[src/design/gn3_lerp.sv]
// ----------------------------------------------------------------------------
// gn3_lerp
// Three-stage linear blend p + round(w * (q - p)): difference, product,
// rounding add.
// ----------------------------------------------------------------------------
`default_nettype none

module gn3_lerp #(
  parameter int FRAC_BITS = 16
) (
  input  logic                        clk,
  input  logic                        en,
  input  logic signed [FRAC_BITS+2:0] p,
  input  logic signed [FRAC_BITS+2:0] q,
  input  logic [FRAC_BITS:0]          w,
  output logic signed [FRAC_BITS+2:0] r
);

  localparam int F  = FRAC_BITS;
  localparam int DW = F + 4;
  localparam int PW = 2 * F + 6;

  localparam logic signed [PW-1:0] HALF = PW'(1) << (F - 1);

  logic signed [DW-1:0] diff;
  logic signed [PW-1:0] prod;
  logic signed [F+2:0]  p1, p2;
  logic [F:0]           w1;

  always_ff @(posedge clk) begin
    if (en) begin
      diff <= DW'(q) - DW'(p);
      p1   <= p;
      w1   <= w;
      prod <= diff * $signed({1'b0, w1});
      p2   <= p1;
      r    <= p2 + (F+3)'((prod + HALF) >>> F);
    end
  end

endmodule

`default_nettype wire
[config.mk]
export PLATFORM = sky130hd
export DESIGN_NAME = gn3_lerp
export DESIGN_NICKNAME = d
export VERILOG_FILES = /design/src/design/gn3_lerp.sv
export SDC_FILE = /design/constraint.sdc
export NUM_CORES = 1
export LEC_CHECK = 0
export ABC_AREA = 1
export BUFFER_PORTS_ARGS = -buffer_cell sky130_fd_sc_hd__buf_4
export CAP_MARGIN = 30
export CORE_ASPECT_RATIO = 0.6
export CORE_MARGIN = 2
export CORE_UTILIZATION = 65
export CTS_BUF_LIST = sky130_fd_sc_hd__clkbuf_16
export DETAILED_ROUTE_END_ITERATION = 7
export GPL_TIMING_DRIVEN = 0
export MAX_ROUTING_LAYER = met4
export PLACE_DENSITY = 0.87
export SYNTH_ARGS = -nofsm -noshare
export SYNTH_HDL_FRONTEND = slang
export SYNTH_SLANG_ARGS = --single-unit
[constraint.sdc]
create_clock -name clk -period 6.8 [get_ports clk]
set_input_delay 1.36 -clock clk [delete_from_list [all_inputs] [get_ports clk]]
set_output_delay 1.36 -clock clk [all_outputs]
set_load 0.02 [all_outputs]
Word level (Yosys, flattened, before mapping)
Cells that the tools add are included.

storage, ports and cells
  register bits = 129
  bits in writable memories = 0
  memory bits (read-only) = 0
  memories kept = 0
  input bits = 57
  output and inout bits = 19
  bits in latches = 0
  word-level logic and storage cells = 10

cells by class
  bitwise logic cells = 0
  reductions and logical operators = 0
  $lt $le $gt $ge = 0
  muxes and demuxes = 0
  $mul = 1
  $add $sub $neg = 3
  shift operators = 0
  equality and inequality tests = 0
  divide/modulo/power cells = 0

operator list
  kind                                             count
  adder 35 x 17 -> 35 bit (second input constant)  1
  multiplier 20 x 18 -> 35 bit                     1
  subtractor 19 x 19 -> 20 bit                     1
  adder 19 bit                                     1

Depth between registers and ports, before layout
  depth after elaboration = 2
  gate-level depth with buffers = 28
  mapped depth without buffers = 26

Least setup slack after synthesis
OpenSTA, ideal clock, no wires.

  path type = register -> register
  from = register diff[19]
  to = register prod[33] (data pin)
  path slack = 1.288 ns
  clock period less this slack = 5.512 ns
  stages on the path, launching flop included = 23
  library setup time = 0.252 ns
  data arrival time = 5.260 ns
  path buffers = 2
  required time = 6.548 ns
  cells stage by stage = edfxtp_1 clkbuf_2 clkbuf_1 nand2_1 fa_1 fa_1 inv_1 fa_1 inv_1 fa_1 inv_1 fa_1 fa_1 ha_1 inv_1 nor3_1 inv_1 nor2_1 inv_1 nor2_1 nor2_1 nand3_1 nand2_1

on the way
  cells in the longest elaborated chain, start to end = 1

RTL lines
  element                       line  source
  start, declared               25    logic signed [DW-1:0] diff;
  start signal, assigned        32    diff <= DW'(q) - DW'(p);
  multiplier 20 x 18 -> 35 bit  35    prod <= diff * $signed({1'b0, w1});
  end signal, assigned          35
  end, declared                 26    logic signed [PW-1:0] prod;

Every way passes these cells.
A chain may end at the register's enable or synchronous reset.

Final worst setup path
  from = register w1[4]
  to = register prod[34] (data pin)

on the way
  cells in the longest elaborated chain, start to end = 1

RTL lines
  element                       line  source
  start, declared               28    logic [F:0] w1;
  start signal, assigned        34    w1 <= w;
  multiplier 20 x 18 -> 35 bit  35

Every way passes these cells.

==> flow_summary.json <==
{
  "crit_slowest_cell": "fa_1",
  "pin_count": 76,
  "rsz0062_at_grt": "yes",
  "syn_nets": 2824,
  "fin_area_um2": 20500,
  "fmax_mhz": 152,
  "drtIter0Drc": 1909,
  "die_w_um": 224,
  "ys_top_cells_by_area": "fa_1 (34%), edfxtp_1 (18%), inv_1 (14%)",
  "firstDrtPassIters": 6,
  "crit_arrival_ns": 6.77,
  "die_h_um": 136,
  "crit_required_ns": 6.99,
  "synthArstFlopShare_pct": 0,
  "track_usage_pct": 39.0,
  "antenna_found_initial": 0,
  "slew_headroom_pct": 34.8,
  "num_vias": 15500,
  "synth_top_cells_by_count": "inv_1 (682), nand2_1 (618), fa_1 (321), ha_1 (122), edfxtp_1 (114)",
  "outcome": "finished, final reports clean",
  "io_buffers": 75,
  "cts_tree": "built",
  "vias_per_cell": 5.52,
  "worst_setup_path_start_kind": "flop",
  "cts_root_buffer": "clkbuf_16",
  "die_area_um2": 30400,
  "grt_max_degree": 76,
  "drive_gt1_share_pct": 6.50,
  "gp_congestion": 1.01,
  "drt-total-wl_mm": 54.2,
  "ys_seq_area_share_pct": 18.2,
  "yosysUniqueCellTypes": 45,
  "clk_latency_ns": 0.44,
  "grt_pass1_wl_mm": 85.8,
  "yosysWarnings": 0,
  "clock_path_buffers": 2,
  "area_delta_synth_final_pct": 8.70,
  "endpoint_kind": "flop",
  "finClkSkew_ns": 0.0177,
  "synth_top_area_cell": "fa_1",
  "synth-seq-cells": 114,
  "detailed_place.area_um2": 19900,
  "netlist.area_leader.share_pct": 34.1,
  "n_fill_cell": 2230,
  "final_hold_viol_count": 0,
  "synth.avg_cell_area_um2": 8.11,
  "synth_top_flop_cell": "edfxtp_1",
  "hpwl_mm": 45.1,
  "core-area_um2": 28600,
  "critPathMaxStageDelay_ns": 0.73,
  "drc": 0,
  "syn_area_um2": 18900,
  "crit_top_cell": "fa_1",
  "gr-total-overflow": 0,
  "grt_pass1_vias": 15900,
  "cts-buffers-inserted": 17,
  "hold_path_class": "flop to flop",
  "clkTransAtPathRegs_ns": 0.06,
  "crit_path_cell_trace": "clkbuf_1, nand2_1, fa_1, fa_1, inv_1, fa_1, inv_1, fa_1, inv_1, fa_1, fa_1, ha_1, nand2_1, nor4_2, a21oi_1, nand3_1, nand2_1",
  "post_drt_wl_per_cell_um": 19.3,
  "worst_pin_slew_ns": 0.979,
  "clock-sinks": 114,
  "finalCritPeriodShare_pct": 96.8,
  "num_antenna_cells": 0,
  "fp-row-count": 48,
  "path_buf_inv": 4,
  "ant_nets": 0,
  "crit_family": "adder cells",
  "start_util_pct": 65.8,
  "setup_viol": 0,
  "period_minus_slack_ns": 6.58,
  "drv_slew": 0,
  "final_nets": 2916,
  "critPathKind": "flop to flop",
  "cp_max_fo": 10,
  "htreeDepth": 4,
  "yosysMostFrequentCell": "inv_1",
  "max_cap_viol_count": 0,
  "synth_cells": 2324,
  "synth-edff-count": 114
}
## flip-flops by register name, indices dropped and copies added, names as in the netlist
name,count
prod,20
w1,17
r,19
diff,20
p2,19
p1,19
## per-layer routing
layer  GRT usage [%]  vias to the layer above  routed length [µm]
li1                -                     6951                   -
met1            56.3                     7527               23800
met2            54.1                      917               21900
met3            11.2                       93                7440
met4            10.2                        0                1130
met5               -                        -                   0
## layout by cell type, fill, tap and decap left out, types with 55 or more instances in the layout
cell type	instances
inv_1	682
nand2_1	618
fa_1	321
ha_1	122
edfxtp_1	114
nor2_1	78
buf_4	75
a21oi_1	68
nand3_1	62
clkbuf_1	55
## repair_timing
item | 4_1_cts | 5_1_grt
setup endpoints to repair | 0 | 16
buffers inserted | 0 | 0
hold buffers | 0 | 0
gates resized for setup | 0 | 18
## logic make-up after synthesis
group	synth area share [%]
buffers and inverters	15.2
AND/OR/NAND/NOR	17.8
flip-flops	18.2
adder cells (fa/ha/maj)	42.2
XOR/XNOR	2.56
AO/OA/AOI/OAI	4.08
## cell type report
cell class              instances  area (µm²)  share of cell area, %
inverters                     687        2580                   12.6
plain buffers                  71         289                   1.41
clock inverters                15         155                  0.757
multi-input cells            1449       12600                   61.3
repair buffers                 76         591                   2.88
clock buffers                  17         425                   2.08
well taps                     375         469                   2.29
flip-flops and latches        114        3420                   16.7
## per-stage QoR
step	utilization, %	instances	hold WS (ns)	setup slack (ns)	TNS [ns]
finish	71.5	2804	0.416	0.216	0
global route	71.5	2804	0.424	-0.0799	-0.0799
CTS	71.5	2807	0.420	0.0721	0
detailed placement	69.5	2775	0.405	0.0951	0
global placement	69.4	2774	0.401	0.238	0
floorplan	-	2324	0.400	1.29	0
## final timing paths
check             startpoint  slack [ns]  depth (start not counted)        to
hold reg to reg        p1[8]        0.42                          0     p2[8]
hold / removal         p1[8]        0.42                          0     p2[8]
setup / recovery       w1[4]        0.22                         17  prod[34]
setup reg to reg       w1[4]        0.22                         17  prod[34]
Power is left out: the tool's default activity adds up to more than one toggle a clock period on the data nets, which glitch-free logic cannot reach.
