[src/design/gn3_pkg.sv]
// ----------------------------------------------------------------------------
// gn3_pkg
// Shared constants and the permutation table for the 3-D gradient noise block.
// ----------------------------------------------------------------------------
`default_nettype none

package gn3_pkg;

  localparam int IN_W     = 24;
  localparam int OUT_W    = 18;
  localparam int OUT_FRAC = 16;

  localparam logic signed [OUT_W-1:0] OUT_MAX = 18'sh1FFFF;
  localparam logic signed [OUT_W-1:0] OUT_MIN = 18'sh20000;

  // pipeline depths of the sub-units
  localparam int FADE_LAT = 9;
  localparam int HASH_LAT = 4;
  localparam int LERP_LAT = 3;

  // gradient codes that take the x/y pair
  localparam logic [3:0] GRAD_XY_POS = 4'd12;
  localparam logic [3:0] GRAD_XY_NEG = 4'd13;

  localparam logic [7:0] PERM_ROM [256] = '{
    8'd151, 8'd160, 8'd137, 8'd91,  8'd90,  8'd15,  8'd131, 8'd13,
    8'd201, 8'd95,  8'd96,  8'd53,  8'd194, 8'd233, 8'd7,   8'd225,
    8'd140, 8'd36,  8'd103, 8'd30,  8'd69,  8'd142, 8'd8,   8'd99,
    8'd37,  8'd240, 8'd21,  8'd10,  8'd23,  8'd190, 8'd6,   8'd148,
    8'd247, 8'd120, 8'd234, 8'd75,  8'd0,   8'd26,  8'd197, 8'd62,
    8'd94,  8'd252, 8'd219, 8'd203, 8'd117, 8'd35,  8'd11,  8'd32,
    8'd57,  8'd177, 8'd33,  8'd88,  8'd237, 8'd149, 8'd56,  8'd87,
    8'd174, 8'd20,  8'd125, 8'd136, 8'd171, 8'd168, 8'd68,  8'd175,
    8'd74,  8'd165, 8'd71,  8'd134, 8'd139, 8'd48,  8'd27,  8'd166,
    8'd77,  8'd146, 8'd158, 8'd231, 8'd83,  8'd111, 8'd229, 8'd122,
    8'd60,  8'd211, 8'd133, 8'd230, 8'd220, 8'd105, 8'd92,  8'd41,
    8'd55,  8'd46,  8'd245, 8'd40,  8'd244, 8'd102, 8'd143, 8'd54,
    8'd65,  8'd25,  8'd63,  8'd161, 8'd1,   8'd216, 8'd80,  8'd73,
    8'd209, 8'd76,  8'd132, 8'd187, 8'd208, 8'd89,  8'd18,  8'd169,
    8'd200, 8'd196, 8'd135, 8'd130, 8'd116, 8'd188, 8'd159, 8'd86,
    8'd164, 8'd100, 8'd109, 8'd198, 8'd173, 8'd186, 8'd3,   8'd64,
    8'd52,  8'd217, 8'd226, 8'd250, 8'd124, 8'd123, 8'd5,   8'd202,
    8'd38,  8'd147, 8'd118, 8'd126, 8'd255, 8'd82,  8'd85,  8'd212,
    8'd207, 8'd206, 8'd59,  8'd227, 8'd47,  8'd16,  8'd58,  8'd17,
    8'd182, 8'd189, 8'd28,  8'd42,  8'd223, 8'd183, 8'd170, 8'd213,
    8'd119, 8'd248, 8'd152, 8'd2,   8'd44,  8'd154, 8'd163, 8'd70,
    8'd221, 8'd153, 8'd101, 8'd155, 8'd167, 8'd43,  8'd172, 8'd9,
    8'd129, 8'd22,  8'd39,  8'd253, 8'd19,  8'd98,  8'd108, 8'd110,
    8'd79,  8'd113, 8'd224, 8'd232, 8'd178, 8'd185, 8'd112, 8'd104,
    8'd218, 8'd246, 8'd97,  8'd228, 8'd251, 8'd34,  8'd242, 8'd193,
    8'd238, 8'd210, 8'd144, 8'd12,  8'd191, 8'd179, 8'd162, 8'd241,
    8'd81,  8'd51,  8'd145, 8'd235, 8'd249, 8'd14,  8'd239, 8'd107,
    8'd49,  8'd192, 8'd214, 8'd31,  8'd181, 8'd199, 8'd106, 8'd157,
    8'd184, 8'd84,  8'd204, 8'd176, 8'd115, 8'd121, 8'd50,  8'd45,
    8'd127, 8'd4,   8'd150, 8'd254, 8'd138, 8'd236, 8'd205, 8'd93,
    8'd222, 8'd114, 8'd67,  8'd29,  8'd24,  8'd72,  8'd243, 8'd141,
    8'd128, 8'd195, 8'd78,  8'd66,  8'd215, 8'd61,  8'd156, 8'd180
  };

  function automatic logic [7:0] perm(input logic [7:0] idx);
    return PERM_ROM[idx];
  endfunction

endpackage

`default_nettype wire

[src/design/gn3_fade.sv]
// ----------------------------------------------------------------------------
// gn3_fade
// Pipelined fade curve 6t^5 - 15t^4 + 10t^3 by Horner's rule, at most one
// multiply per stage, clamped to [0, 1].
// ----------------------------------------------------------------------------
`default_nettype none

module gn3_fade #(
  parameter int FRAC_BITS = 16
) (
  input  logic                 clk,
  input  logic                 en,
  input  logic [FRAC_BITS-1:0] t,
  output logic [FRAC_BITS:0]   w
);

  localparam int F  = FRAC_BITS;
  localparam int VW = F + 5;
  localparam int PW = 2 * F + 6;
  localparam int TD = gn3_pkg::FADE_LAT - 2;

  localparam logic signed [VW-1:0] FIFTEEN  = VW'(15) << F;
  localparam logic signed [PW-1:0] HALF     = PW'(1) << (F - 1);
  localparam logic signed [PW-1:0] TEN_RND  = (PW'(10) << (2 * F)) + HALF;
  localparam logic signed [VW-1:0] ONE      = VW'(1) << F;

  logic [F-1:0]           tp [TD];
  logic signed [VW-1:0]   t_ext;
  logic signed [VW-1:0]   a, b, c, d;
  logic signed [PW-1:0]   p1, p2, p3, p4;
  logic signed [VW-1:0]   w_raw;

  assign t_ext = VW'(t);
  assign w_raw = VW'((p4 + HALF) >>> F);

  always_ff @(posedge clk) begin
    if (en) begin
      tp[0] <= t;
      for (int i = 1; i < TD; i++) begin
        tp[i] <= tp[i-1];
      end
      a  <= (t_ext <<< 2) + (t_ext <<< 1) - FIFTEEN;
      p1 <= a * $signed({1'b0, tp[0]});
      b  <= VW'((p1 + TEN_RND) >>> F);
      p2 <= b * $signed({1'b0, tp[2]});
      c  <= VW'((p2 + HALF) >>> F);
      p3 <= c * $signed({1'b0, tp[4]});
      d  <= VW'((p3 + HALF) >>> F);
      p4 <= d * $signed({1'b0, tp[6]});
      if (w_raw < 0) begin
        w <= '0;
      end else if (w_raw > ONE) begin
        w <= (F+1)'(ONE);
      end else begin
        w <= (F+1)'(w_raw);
      end
    end
  end

endmodule

`default_nettype wire

[config.mk]
export PLATFORM = sky130hd
export DESIGN_NAME = gn3_fade
export DESIGN_NICKNAME = d
export VERILOG_FILES = /design/src/design/gn3_pkg.sv /design/src/design/gn3_fade.sv
export SDC_FILE = /design/constraint.sdc
export NUM_CORES = 2
export LEC_CHECK = 0
export ABC_AREA = 1
export BUFFER_PORTS_ARGS = -buffer_cell sky130_fd_sc_hd__buf_2
export CAP_MARGIN = 15
export CORE_ASPECT_RATIO = 1.4
export CORE_UTILIZATION = 61
export CTS_CLUSTER_SIZE = 28
export DETAILED_ROUTE_END_ITERATION = 12
export PLACE_DENSITY = 0.8
export SYNTH_ARGS = -nofsm -noshare
export SYNTH_HDL_FRONTEND = slang
export SYNTH_SLANG_ARGS = --single-unit
[constraint.sdc]
create_clock -name clk -period 6.1 [get_ports clk]
set_input_delay 0.61 -clock clk [delete_from_list [all_inputs] [get_ports clk]]
set_output_delay 0.61 -clock clk [all_outputs]
set_load 0.01 [all_outputs]
== After elaboration in Yosys (flattened, before gate mapping) ==
Memories as Yosys holds them, arrays and structs flattened.
Index checks and enable logic that the tools add are counted.
Cells by class
  reductions and logical operators: 1
  $add $sub $neg: 6
  mux-type cells: 3
  magnitude comparators: 2
  multipliers: 4
Operator list (number)
  $mul A21 B17 Y37: 4
  $add A37 B17 Y37 const B: 3
  $add A37 B37 Y37 const B: 1
  $gt A21 B18 Y1 const B: 1
  $lt A21 B1 Y1 const B: 1
  $sub A19 B20 Y21 const B: 1
  $add A18 B17 Y19: 1
  $mux W17: 1
  $mux W1: 2
  $reduce_or A2 Y1: 1
Word-level totals
  memories: 1
  input bits: 18
  output and inout bits: 17
  register bits: 249
  RAM bits: 112
Memory list
  tp: words 7, width 16, read ports 7, clocked after memory_dff 0, write ports 7, line gn3_fade.sv:27  | logic [F-1:0] tp [TD];

== Logic depth before layout (Yosys ltp) ==
  depth in word-level cells: 3
  depth in mapped cells: 28
  mapped depth without buffers: 27

== Least setup slack after synthesis ==
No wires, ideal clock.
  path type: register to register
  start point: reg d[20]
  end point: reg p4[36] (data pin)
  period minus slack after synthesis: 5.840 ns
  data required time: 5.848 ns
  path buffers: 2
  library setup time: 0.252 ns
  setup slack: 0.260 ns
  cell stages (with the launch flop): 22
  arrival time: 5.588 ns
  path through: edfxtp_1 clkbuf_1 clkbuf_1 nand2_1 fa_1 inv_1 fa_1 inv_1 fa_1 fa_1 fa_1 fa_1 inv_1 ha_1 nand2_1 nand2_1 a31oi_1 nor2_1 a211oi_1 nand2_1 nand2_1 nand2_1
Between the ends
  cells in the longest elaborated chain, start to end: 1
RTL lines
  from (decl): line gn3_fade.sv:29  | logic signed [VW-1:0] a, b, c, d;
  from (signal assigned): line gn3_fade.sv:48  | d <= VW'((p3 + HALF) >>> F);
  $mul A21 B17 Y37: line gn3_fade.sv:49  | p4 <= d * $signed({1'b0, tp[6]});
  to (signal assigned): line gn3_fade.sv:49
  to (decl): line gn3_fade.sv:30  | logic signed [PW-1:0] p1, p2, p3, p4;
Every way passes these cells.
A chain may end at the register's enable or synchronous reset.

==> results_dict.tcl <==
set metrics [dict create \
    wl_per_cell_um 17.4 \
    min_path_type "in -> reg" \
    clk_latency_ns 0.59 \
    critPathCaptureType "flip-flop" \
    synth_fa_ha_area_frac 0.496 \
    drtIter0Drc 2736 \
    start_kind "flip-flop" \
    grt_usage 0.311 \
    synthMuxAreaShare 0 \
    ys_seq_area_frac 0.144 \
    crit_path_max_fanout 14 \
    core_um2 101000 \
    final_util 0.672 \
    io_buffers 34 \
    multi_input_area_um2 43300 \
    floorplan.rows 138 \
    slew_viol_final 0 \
    async_flop_share 0 \
    synth-simple-area-share 0.144 \
    hold_viol 0 \
    min_to "a[1]" \
    tritoncts "built" \
    first_global_vias 52200 \
    antenna_found_initial 1 \
    report.final.setup_viol 0 \
    die_w_um 271 \
    overflow 0 \
    synth_xor_area_frac 0.0243 \
    dr_total_vias 47600 \
    synthFlopType "edfxtp_1" \
    area_delta_synth_final_pct 9.39 \
    reg2reg_slack_ns 0.18 \
    ys_ff_latch 297 \
    critical_path_required_ns 6.48 \
    layout.nets 9325 \
    grt_first_pass_wirelength_mm 251 \
    crit_arrival_ns 6.30 \
    whs_path_depth 1 \
    hold_slack_ns 0.220 \
    cts_htree_levels 2 \
    fin_skew_ns 0.0438 \
    cts_root_buffer "clkbuf_16" \
    instances_no_fill 8972 \
    viasPerCell 5.30 \
    synth_edf_count 297 \
    die_area_um2 103000 \
    synth_top_family_by_area "adder cells" \
    fmax_ghz 0.169 \
    dp_hpwl_mm 131 \
    grt_start_max_net_pins 173 \
    drc 0 \
    n_fill_cell 7740 \
    timing.rr.start "tp[0][9]" \
    yosys_warnings 0 \
    start_util 0.615 \
    dr.pass1.iters 6 \
    outcome "finished clean" \
    cts_buffers 35 \
    holdCritStartpoint "t[0]" \
    die_h_um 379 \
    r2r_end "p1[25]" \
    syn_area_per_cell_um2 8.36 \
    cts.path.max_buffers 3 \
    post-place-cells 8774 \
    routed_wl_mm 156 \
    period_minus_slack_ns 5.92 \
    drv_cap 0 \
    max_slew_margin 0.331 \
    drive_gt1_frac 0.0711 \
    synth_cell_types 38 \
    fin_crit_sh 0.970 \
    tightest_slew_ns 1.00 \
    io_pins 35 \
    seqCellArea_um2 8920 \
    worstRegToRegCells 19 \
    globalplace.congestion 0.976 \
    synth-compound-area-share 0.0323 \
    path_clk_slew_ns 0.07 \
    mappedNetlistArea_um2 62000 \
    crit_type "reg -> reg" \
    synthCells 7411 \
    cts.sinks 297 \
    ant_nets 0 \
    syn-num-nets 9118 \
]
layer usage:
layer | vias to the layer above | track usage | share of wire
met5 | - | 0 | 0
met4 | 0 | 0.223 | 0.087
met3 | 760 | 0.0323 | 0.047
met2 | 1804 | 0.611 | 0.55
met1 | 23500 | 0.295 | 0.32
li1 | 21500 | - | -
cells in the mapped netlist (all sizes together) (22+ instances only):
| library cell | number | area share |
|---|---|---|
| nand2 | 1821 | 0.11 |
| nand3 | 125 | 0.010 |
| inv | 2336 | 0.14 |
| a21o | 29 | 0.0035 |
| xor2 | 110 | 0.016 |
| nor2 | 253 | 0.016 |
| o21bai | 22 | 0.0027 |
| nor3 | 38 | 0.0031 |
| clkbuf | 283 | 0.017 |
| fa | 1283 | 0.41 |
| a21oi | 137 | 0.011 |
| xnor2 | 62 | 0.0088 |
| a31oi | 35 | 0.0035 |
| o21ai | 95 | 0.0077 |
| ha | 406 | 0.082 |
| edfxtp | 297 | 0.14 |
kinds of logic (layout without fill, tap and decap cells):
kind of cell,after synthesis,after routing
compound gates,348,348
xor+xnor,172,172
fa+ha+maj,1689,1689
buf+inv,2620,2850
flops,297,297
other cells,0,1
simple gates,2285,2285
stage by stage:
| step | setup slack [ns] | cell area, µm² | TNS [ns] |
|---|---|---|---|
| after global routing | -0.0302 | 67800 | -0.116 |
| final | 0.181 | 67800 | 0 |
| after CTS | 0.0167 | 66400 | 0 |
| after detailed placement | -0.0888 | 65200 | -0.156 |
| after floorplan | 0.260 | 62000 | 0 |
| after global placement | -0.0496 | 65200 | -0.0496 |
timing repair:
action	4_1_cts	5_1_grt
hold endpoints to repair	0	0
hold buffers	0	0
setup buffers	13	124
pin swaps	0	6
resized for setup	4	33
endpoints found under the setup margin	3	64
cells in the final DEF (no fill, tap or decap), drive strengths merged, types with 2 or more instances in the layout:
master and instances:
o31ai 2, fa 1283, o21ai 95, or2 2
nor2 253, nor3 38, nand2 1821, o21a 5
and3 6, buf 454, o21bai 22, nand4 20
o2111ai 2, a211oi 4, nor4 12, clkbuf 40
inv 2339, xnor2 62, xor2 110, o211ai 2
a31oi 35, nand3 125, a21boi 8, edfxtp 297
a21oi 137, clkinvlp 3, clkinv 13, nand3b 5
ha 406, a21o 29, o221ai 5
layout make-up:
| class | count | share of cell area |
|---|---|---|
| Multi-Input combinational cell | 4494 | 0.639 |
| Sequential cell | 297 | 0.132 |
| Inverter | 2336 | 0.129 |
| Timing Repair Buffer | 454 | 0.0596 |
| Tap cell | 1330 | 0.0245 |
| Clock buffer | 40 | 0.0132 |
| Clock inverter | 20 | 0.00275 |
| Antenna cell | 1 | 0.0000369 |
flip-flops by register name, summed over array words and instances, names as in the netlist:
| name | count |
|---|---|
| p2 | 22 |
| w | 17 |
| p3 | 22 |
| b | 21 |
| tp | 111 |
| p4 | 22 |
| d | 21 |
| p1 | 22 |
| c | 21 |
| a | 18 |
worst max-delay path, stage by stage, from the launching register on:
cell      delay (ns)
edfxtp_1        0.56
buf_12          0.20
nand2_1         0.08
fa_1            0.51
inv_1           0.06
fa_1            0.49
fa_1            0.58
fa_1            0.44
fa_1            0.49
inv_1           0.05
fa_1            0.47
inv_1           0.04
ha_1            0.38
nand2_1         0.13
nor2_1          0.25
inv_1           0.15
o21ai_0         0.38
a21oi_1         0.07
nand2_1         0.09
xor2_1          0.27
how the worst max path moves through the flow:
stage | startpoint | endpoint | slack, ns | cells past startpoint
2_1_floorplan | d[20] | p4[36] | 0.26 | 21
3_3_place_gp | tp[6][8] | p4[27] | -0.05 | 18
3_5_place_dp | tp[6][8] | p4[27] | -0.09 | 18
4_1_cts | a[17] | p1[28] | 0.02 | 17
5_1_grt | c[20] | p3[36] | -0.03 | 25
6_report | tp[0][9] | p1[25] | 0.18 | 19
Power is not shown: default switching activity piles up to over one toggle a cycle in this logic, so the estimate is an artifact.
