## src/design/gn3_pkg.sv

```systemverilog
// ----------------------------------------------------------------------------
// gn3_pkg
// Shared constants and the permutation table for the 3-D gradient noise block.
// ----------------------------------------------------------------------------
`default_nettype none

package gn3_pkg;

  localparam int IN_W     = 24;
  localparam int OUT_W    = 18;
  localparam int OUT_FRAC = 16;

  localparam logic signed [OUT_W-1:0] OUT_MAX = 18'sh1FFFF;
  localparam logic signed [OUT_W-1:0] OUT_MIN = 18'sh20000;

  // pipeline depths of the sub-units
  localparam int FADE_LAT = 9;
  localparam int HASH_LAT = 4;
  localparam int LERP_LAT = 3;

  // gradient codes that take the x/y pair
  localparam logic [3:0] GRAD_XY_POS = 4'd12;
  localparam logic [3:0] GRAD_XY_NEG = 4'd13;

  localparam logic [7:0] PERM_ROM [256] = '{
    8'd151, 8'd160, 8'd137, 8'd91,  8'd90,  8'd15,  8'd131, 8'd13,
    8'd201, 8'd95,  8'd96,  8'd53,  8'd194, 8'd233, 8'd7,   8'd225,
    8'd140, 8'd36,  8'd103, 8'd30,  8'd69,  8'd142, 8'd8,   8'd99,
    8'd37,  8'd240, 8'd21,  8'd10,  8'd23,  8'd190, 8'd6,   8'd148,
    8'd247, 8'd120, 8'd234, 8'd75,  8'd0,   8'd26,  8'd197, 8'd62,
    8'd94,  8'd252, 8'd219, 8'd203, 8'd117, 8'd35,  8'd11,  8'd32,
    8'd57,  8'd177, 8'd33,  8'd88,  8'd237, 8'd149, 8'd56,  8'd87,
    8'd174, 8'd20,  8'd125, 8'd136, 8'd171, 8'd168, 8'd68,  8'd175,
    8'd74,  8'd165, 8'd71,  8'd134, 8'd139, 8'd48,  8'd27,  8'd166,
    8'd77,  8'd146, 8'd158, 8'd231, 8'd83,  8'd111, 8'd229, 8'd122,
    8'd60,  8'd211, 8'd133, 8'd230, 8'd220, 8'd105, 8'd92,  8'd41,
    8'd55,  8'd46,  8'd245, 8'd40,  8'd244, 8'd102, 8'd143, 8'd54,
    8'd65,  8'd25,  8'd63,  8'd161, 8'd1,   8'd216, 8'd80,  8'd73,
    8'd209, 8'd76,  8'd132, 8'd187, 8'd208, 8'd89,  8'd18,  8'd169,
    8'd200, 8'd196, 8'd135, 8'd130, 8'd116, 8'd188, 8'd159, 8'd86,
    8'd164, 8'd100, 8'd109, 8'd198, 8'd173, 8'd186, 8'd3,   8'd64,
    8'd52,  8'd217, 8'd226, 8'd250, 8'd124, 8'd123, 8'd5,   8'd202,
    8'd38,  8'd147, 8'd118, 8'd126, 8'd255, 8'd82,  8'd85,  8'd212,
    8'd207, 8'd206, 8'd59,  8'd227, 8'd47,  8'd16,  8'd58,  8'd17,
    8'd182, 8'd189, 8'd28,  8'd42,  8'd223, 8'd183, 8'd170, 8'd213,
    8'd119, 8'd248, 8'd152, 8'd2,   8'd44,  8'd154, 8'd163, 8'd70,
    8'd221, 8'd153, 8'd101, 8'd155, 8'd167, 8'd43,  8'd172, 8'd9,
    8'd129, 8'd22,  8'd39,  8'd253, 8'd19,  8'd98,  8'd108, 8'd110,
    8'd79,  8'd113, 8'd224, 8'd232, 8'd178, 8'd185, 8'd112, 8'd104,
    8'd218, 8'd246, 8'd97,  8'd228, 8'd251, 8'd34,  8'd242, 8'd193,
    8'd238, 8'd210, 8'd144, 8'd12,  8'd191, 8'd179, 8'd162, 8'd241,
    8'd81,  8'd51,  8'd145, 8'd235, 8'd249, 8'd14,  8'd239, 8'd107,
    8'd49,  8'd192, 8'd214, 8'd31,  8'd181, 8'd199, 8'd106, 8'd157,
    8'd184, 8'd84,  8'd204, 8'd176, 8'd115, 8'd121, 8'd50,  8'd45,
    8'd127, 8'd4,   8'd150, 8'd254, 8'd138, 8'd236, 8'd205, 8'd93,
    8'd222, 8'd114, 8'd67,  8'd29,  8'd24,  8'd72,  8'd243, 8'd141,
    8'd128, 8'd195, 8'd78,  8'd66,  8'd215, 8'd61,  8'd156, 8'd180
  };

  function automatic logic [7:0] perm(input logic [7:0] idx);
    return PERM_ROM[idx];
  endfunction

endpackage

`default_nettype wire

```

## src/design/gn3_hash.sv

```systemverilog
// ----------------------------------------------------------------------------
// gn3_hash
// Corner hashing through the permutation table (one lookup level per stage)
// and the gradient dot term of each of the eight cell corners.
// ----------------------------------------------------------------------------
`default_nettype none

module gn3_hash #(
  parameter int FRAC_BITS = 16
) (
  input  logic                        clk,
  input  logic                        en,
  input  logic [7:0]                  cx,
  input  logic [7:0]                  cy,
  input  logic [7:0]                  cz,
  input  logic [FRAC_BITS-1:0]        dx,
  input  logic [FRAC_BITS-1:0]        dy,
  input  logic [FRAC_BITS-1:0]        dz,
  output logic signed [FRAC_BITS+2:0] term [8]
);

  localparam int F  = FRAC_BITS;
  localparam int OW = F + 2;

  localparam logic signed [OW-1:0] ONE = OW'(1) << F;

  logic [7:0]   hx  [2];
  logic [7:0]   hxy [4];
  logic [3:0]   hc  [8];
  logic [7:0]   cy_a, cz_a, cz_b;
  logic [F-1:0] dx_d [3];
  logic [F-1:0] dy_d [3];
  logic [F-1:0] dz_d [3];

  logic signed [OW-1:0]  ox0, ox1, oy0, oy1, oz0, oz1;
  logic signed [OW-1:0]  ox, oy, oz, u, v;
  logic signed [F+2:0]   term_next [8];
  logic                  sel_x, sel_y;
  logic [3:0]            h;

  always_ff @(posedge clk) begin
    if (en) begin
      hx[0] <= gn3_pkg::perm(cx);
      hx[1] <= gn3_pkg::perm(cx + 8'd1);
      cy_a  <= cy;
      cz_a  <= cz;
      for (int j = 0; j < 2; j++) begin
        for (int i = 0; i < 2; i++) begin
          hxy[i + 2*j] <= gn3_pkg::perm(hx[i] + cy_a + 8'(j));
        end
      end
      cz_b <= cz_a;
      for (int k = 0; k < 2; k++) begin
        for (int m = 0; m < 4; m++) begin
          hc[m + 4*k] <= 4'(gn3_pkg::perm(hxy[m] + cz_b + 8'(k)));
        end
      end
      dx_d[0] <= dx;
      dy_d[0] <= dy;
      dz_d[0] <= dz;
      for (int s = 1; s < 3; s++) begin
        dx_d[s] <= dx_d[s-1];
        dy_d[s] <= dy_d[s-1];
        dz_d[s] <= dz_d[s-1];
      end
      term <= term_next;
    end
  end

  assign ox0 = OW'(dx_d[2]);
  assign oy0 = OW'(dy_d[2]);
  assign oz0 = OW'(dz_d[2]);
  assign ox1 = ox0 - ONE;
  assign oy1 = oy0 - ONE;
  assign oz1 = oz0 - ONE;

  always_comb begin
    for (int c = 0; c < 8; c++) begin
      h  = hc[c];
      ox = ((c & 1) != 0) ? ox1 : ox0;
      oy = ((c & 2) != 0) ? oy1 : oy0;
      oz = ((c & 4) != 0) ? oz1 : oz0;
      sel_x = !h[3] || h == gn3_pkg::GRAD_XY_POS || h == gn3_pkg::GRAD_XY_NEG;
      sel_y = h[3:2] == 2'b00 || h == gn3_pkg::GRAD_XY_POS
              || h == gn3_pkg::GRAD_XY_NEG;
      u = sel_x ? ox : oy;
      v = sel_y ? oy : oz;
      term_next[c] = (h[0] ? -(F+3)'(u) : (F+3)'(u))
                   + (h[1] ? -(F+3)'(v) : (F+3)'(v));
    end
  end

endmodule

`default_nettype wire

```

## config.mk

```make
export PLATFORM = sky130hd
export DESIGN_NAME = gn3_hash
export DESIGN_NICKNAME = d
export VERILOG_FILES = /design/src/design/gn3_pkg.sv /design/src/design/gn3_hash.sv
export SDC_FILE = /design/constraint.sdc
export NUM_CORES = 2
export LEC_CHECK = 0
export ABC_AREA = 1
export BUFFER_PORTS_ARGS = -buffer_cell sky130_fd_sc_hd__buf_4
export CAP_MARGIN = 0
export CORE_MARGIN = 4
export CORE_UTILIZATION = 40
export DETAILED_ROUTE_END_ITERATION = 12
export PLACE_DENSITY = 0.61
export SYNTH_ARGS = -nofsm -noshare
export SYNTH_HDL_FRONTEND = slang
export SYNTH_SLANG_ARGS = --single-unit
```

## constraint.sdc

```tcl
create_clock -name clk -period 8.4 [get_ports clk]
set_input_delay 1.26 -clock clk [delete_from_list [all_inputs] [get_ports clk]]
set_output_delay 1.26 -clock clk [all_outputs]
set_load 0.005 [all_outputs]
```

== Word-level counts from Yosys, hierarchy flattened ==
Memories as Yosys holds them, arrays and structs flattened.
Index checks and enable logic that the tools add are counted.

* Add/subtract/negate cells: 40
* $lt $le $gt $ge: 14
* Eq/ne operators: 16
* Muxes and demuxes: 62
* Bitwise operators: 14
* Reductions and logical operators: 48

{| class="wikitable"
|+ Operators by type and width
! kind !! number
|-
| $mux 19 || 16
|-
| $neg 18->19 || 12
|-
| $mux 18 || 12
|-
| $add 19x19->19 || 8
|-
| $ge 9x9->1 const B || 14
|-
| $not 8->9 || 14
|-
| $mux 8 || 12
|-
| $neg 16->19 || 4
|-
| $eq 4x4->1 const B || 16
|-
| $mux 16 || 4
|-
| $mux 4 || 16
|-
| $add 8x1->8 const B || 7
|-
| $sub 16x17->18 const B || 3
|-
| $add 8x8->8 || 6
|-
| $logic_or 1x1->1 || 32
|-
| $logic_not 2->1 || 8
|-
| $logic_not 1->1 || 8
|-
| $mux 1 || 2
|}

* Register bits: 176
* Memory bits (writable): 224
* Bits in read-only memories: 28672
* Bits of input ports: 74
* Output and inout bits: 152
* Word-level logic and storage cells: 225
* Memories kept: 20

{| class="wikitable"
|+ Memory list
! name !! words !! bits a word !! read ports !! clocked after memory_dff !! write ports !! RTL line !! source
|-
| (no name shown) || 256 || 8 || 1 || 0 || 0 || gn3_pkg.sv:61 || <nowiki>return PERM_ROM[idx];</nowiki>
|-
| (no name shown) || 256 || 8 || 1 || 0 || 0 || gn3_pkg.sv:61 ||
|-
| (no name shown) || 256 || 8 || 1 || 0 || 0 || gn3_pkg.sv:61 ||
|-
| (no name shown) || 256 || 8 || 1 || 0 || 0 || gn3_pkg.sv:61 ||
|-
| (no name shown) || 256 || 8 || 1 || 0 || 0 || gn3_pkg.sv:61 ||
|-
| (no name shown) || 256 || 8 || 1 || 0 || 0 || gn3_pkg.sv:61 ||
|-
| 14 more memories || -- || -- || -- || -- || -- || -- ||
|}

== Depth between registers and ports, before layout ==
An unclocked memory read counts as a cell.

* Word-level depth: 8
* Mapped depth: 26
* Mapped depth without buffers: 24

== Worst setup path after synthesis ==
Ideal clock, no wire load.

* Kind: reg2reg
* Start point: register cy_a[0]
* End point: memory hxy[3][5] (data pin)
* Setup time: 253 ps
* Arrival: 3882 ps
* Data required time: 8147 ps
* Setup slack: 4265 ps
* Stages on the path, launching flop included: 19
* Path buffers: 4
* Clock period less this slack: 4135 ps
* Cell sequence: edfxtp_1 ha_1 fa_1 ha_1 clkbuf_1 inv_1 ha_1 clkbuf_1 buf_2 clkbuf_1 nor2_1 o211ai_1 nand2_1 nand2_1 nand3_1 nand3_1 nand2_1 nand2_1 nand2_1

{| class="wikitable"
|+ RTL lines
! item !! RTL line !! source
|-
| start, declared || gn3_hash.sv:30 || <nowiki>logic [7:0] cy_a, cz_a, cz_b;</nowiki>
|-
| start signal, assigned || gn3_hash.sv:45 || <nowiki>cy_a <= cy;</nowiki>
|-
| end, declared || gn3_hash.sv:28 || <nowiki>logic [7:0] hxy [4];</nowiki>
|}

==> results.md <==
- Status: complete, no violations
- Fmax: approximately 0.17 GHz
- Finished Layout Cells: 12340
- Synth Area in Compound Gates: 0.1620
- Initial antenna violation count: 15
- Post-DP HPWL: 215600 microns
- Yosys reg bits: 400
- Worst hold slack: 0.4052 ns
- Via count: 75550
- Hold buffers post-CTS: 0
- Crit path time final: 5.826 ns
- Mapped Area: about 0.062 sq mm
- Commonest cells in the netlist: nand2_1, nand3_1, inv_1, o21ai_0, nor2_1
- Final ANT Viol Nets: 0
- Avg Inst Size Synth: 5.942 sq um
- WP data arrival: 6.21 ns
- Vias/cell: between 6 and 7
- Synth Flop Type: edfxtp_1
- Share of cells above drive strength 1: 0.05386
- Max-Cap Viols: 0
- Clock Path Buffers: 3
- Adder-cell share of the synthesized area: 0.07325
- Placed cells: around 12000
- # fillers: 16900
- Most numerous cell in the Yosys netlist: nand2_1
- Number of synthesized flops with an enable pin: 400
- Worst-path maximum fanout: 36
- CP Data Required Time: 8.79 ns
- Port Buffers: about 230
- Chip width: 401.4 microns
- Congestion Overflow GR: 0
- Site row count: 144
- Top-Level Pins: 226
- CTS buffer count: 48
- Placed cell area: around 0.065 sq mm
- Yosys top cell area share: 0.1940
- Postcts setup bufs: 0
- Syn nets: 10840
- DR WL/cell: 23.73 microns
- Final instance area: about 0.066 sq mm
- CTS tree: built
- Sequential cell area fraction in the yosys report: 0.1940
- Biggest area consumer among synthesized cells: edfxtp_1
- 1st-iter DRT viols: 11170
- Clock Sinks: 400
- Pin count of the biggest net entering global routing: 179
- Synth Area in Simple Gates: 0.4110
- Gpl congestion: 1.050
- Total GRT Usage: 0.3417
- Tightest Pin Transition: 1.299 ns
- Synthesized instance count: 10420
- Startpoint types: flop
- Clock Skew: 0.03476 ns
- H-tree Lvls: 2
- Largest family of logic cells by synthesized area: simple AND/OR/NAND/NOR gates
- Ys async rst share: 0
- Final worst-path cycle share: 0.6935
- Unrepaired setup endpoints after global routing: false
- Clock-pin slew on the worst setup and hold paths: 0.06 ns
- Top cells by area, synth: edfxtp_1, nand2_1, nand3_1
- Via count of the first global-routing pass: just under 70000
- Setup violations, final: 0
- Synth Warn #: 0
- Worst skew pair latency: 0.64 ns
- DRC Markers: 0
- Die footprint: 0.1611 sq mm
- Initial Util: 0.4023
- Final Hold Viols: 0
- Post_cts resized: 0
- CTS Root Cell: clkbuf_16
- Final Max Tran Viols: 0
- First-pass GRT wire length: 435100 microns
- CP Class: reg -> reg
- Crit. End Element: flop
- Setup TNS: 0 ns
- Final #Nets: 10670
- Max_slew headroom: 0.1312
- Drt total wl: 292700 microns
- Die Y: 401.4 microns
- Mux share of post-synthesis cell area: 0
- Area growth from synthesis to layout: 6.809%
- First-pass DRT Iterations: 7
- Worst Hold Class: reg -> reg
- Yosys cell types: 65
- Synth Area in XOR/XNOR: 0.05702
- Core Area: approximately 0.15 sq mm
## layer usage
layer / part of all wire / up-vias / global-route usage
met5: 0.00024 / - / 0
met4: 0.065 / 10 / 0.1806
met3: 0.11 / 1094 / 0.06943
met2: 0.42 / 5163 / 0.5159
met1: 0.40 / 34540 / 0.4587
li1: - / 34740 / -
## logic make-up (layout without fill, tap and decap cells)
kind of cell | Yosys count | count (layout)
AND/OR/NAND/NOR | 5935 | 5935
AO/OA/AOI/OAI | 1765 | 1765
buffers and inverters | 1589 | 1455
flip-flops | 400 | 400
XOR/XNOR | 379 | 379
adder cells (fa/ha/maj) | 351 | 351
other | 0 | 6
## layout make-up
cell class | instances | area (sq um) | area share
Tap cell | 2044 | 2557 | 0.03868
Clock buffer | 56 | 1252 | 0.01894
Antenna cell | 6 | 15.01 | 0.0002271
Inverter | 1037 | 3894 | 0.05889
Clock inverter | 31 | 275.3 | 0.004163
Timing Repair Buffer | 331 | 2505 | 0.03788
Sequential cell | 400 | 12010 | 0.1817
Multi-Input combinational cell | 8430 | 43610 | 0.6596
## critical path: stages (launching register included)
cell and delay, ns:
edfxtp_1 0.40, ha_1 0.27, fa_1 0.44, inv_1 0.08, nand2_1 0.05, nand2_1 0.06, buf_4 0.39, clkinv_1 0.74
ha_1 0.56, buf_4 0.32, clkinv_1 0.11, buf_4 0.24, nand2_1 0.38, nand2_1 0.31, inv_1 0.13, o21ai_0 0.27
nand2_1 0.20, nand2_1 0.07, nand2_1 0.06, nand3_1 0.10, nand3_1 0.11, nand2_1 0.09, nand2_1 0.07, nand2_1 0.08
## stage by stage
stage / util / setup WS, ns
6_report: 0.4297 / 2.574
5_1_grt: 0.4296 / 2.339
4_1_cts: 0.4296 / 2.812
3_5_place_dp: 0.4197 / 2.813
3_3_place_gp: 0.4197 / 2.726
2_1_floorplan: - / 4.265
## cells in the final DEF (no fill, tap or decap), types with 15 or more instances in the layout
cell / netlist / routed
nor3_1: 40 / 40
o31ai_1: 27 / 27
inv_2: 30 / 32
buf_4: 17 / 329
nand4_1: 125 / 125
o211ai_1: 245 / 245
nand2_1: 3008 / 3000
a21oi_1: 307 / 307
nand2_2: 29 / 36
o311ai_0: 21 / 21
clkbuf_16: 0 / 49
o21ai_0: 957 / 957
xnor2_1: 112 / 110
nand3b_1: 39 / 39
o221ai_1: 19 / 19
ha_1: 332 / 332
clkinv_1: 18 / 24
inv_1: 988 / 986
nand3_1: 1859 / 1858
o21ai_1: 43 / 43
nor2_1: 765 / 765
nor2_2: 17 / 17
edfxtp_1: 400 / 400
a21o_1: 15 / 15
o21a_1: 20 / 20
o22ai_1: 21 / 21
fa_1: 19 / 19
xor2_1: 248 / 247
a31oi_1: 38 / 38
## final timing paths
check,from,to,slack [ns],cells after the start
setup / recovery,cy_a[0]$_DFFE_PP_,hxy[2][7]$_DFFE_PP_,2.57,23
hold / removal,dz_d[0][11]$_DFFE_PP_,dz_d[0][27]$_DFFE_PP_,0.41,0
setup reg to reg,cy_a[0]$_DFFE_PP_,hxy[2][7]$_DFFE_PP_,2.57,23
hold reg to reg,dz_d[0][11]$_DFFE_PP_,dz_d[0][27]$_DFFE_PP_,0.41,0
## sequential cells by signal (all words and copies together), names as in the netlist
name / count
term: 152
dx_d: 48
dy_d: 48
dz_d: 48
hc: 32
hxy: 32
hx: 16
cy_a: 8
cz_a: 8
cz_b: 8
Power is left out: the tool's default activity adds up to more than one toggle a clock period on the data nets, which glitch-free logic cannot reach.
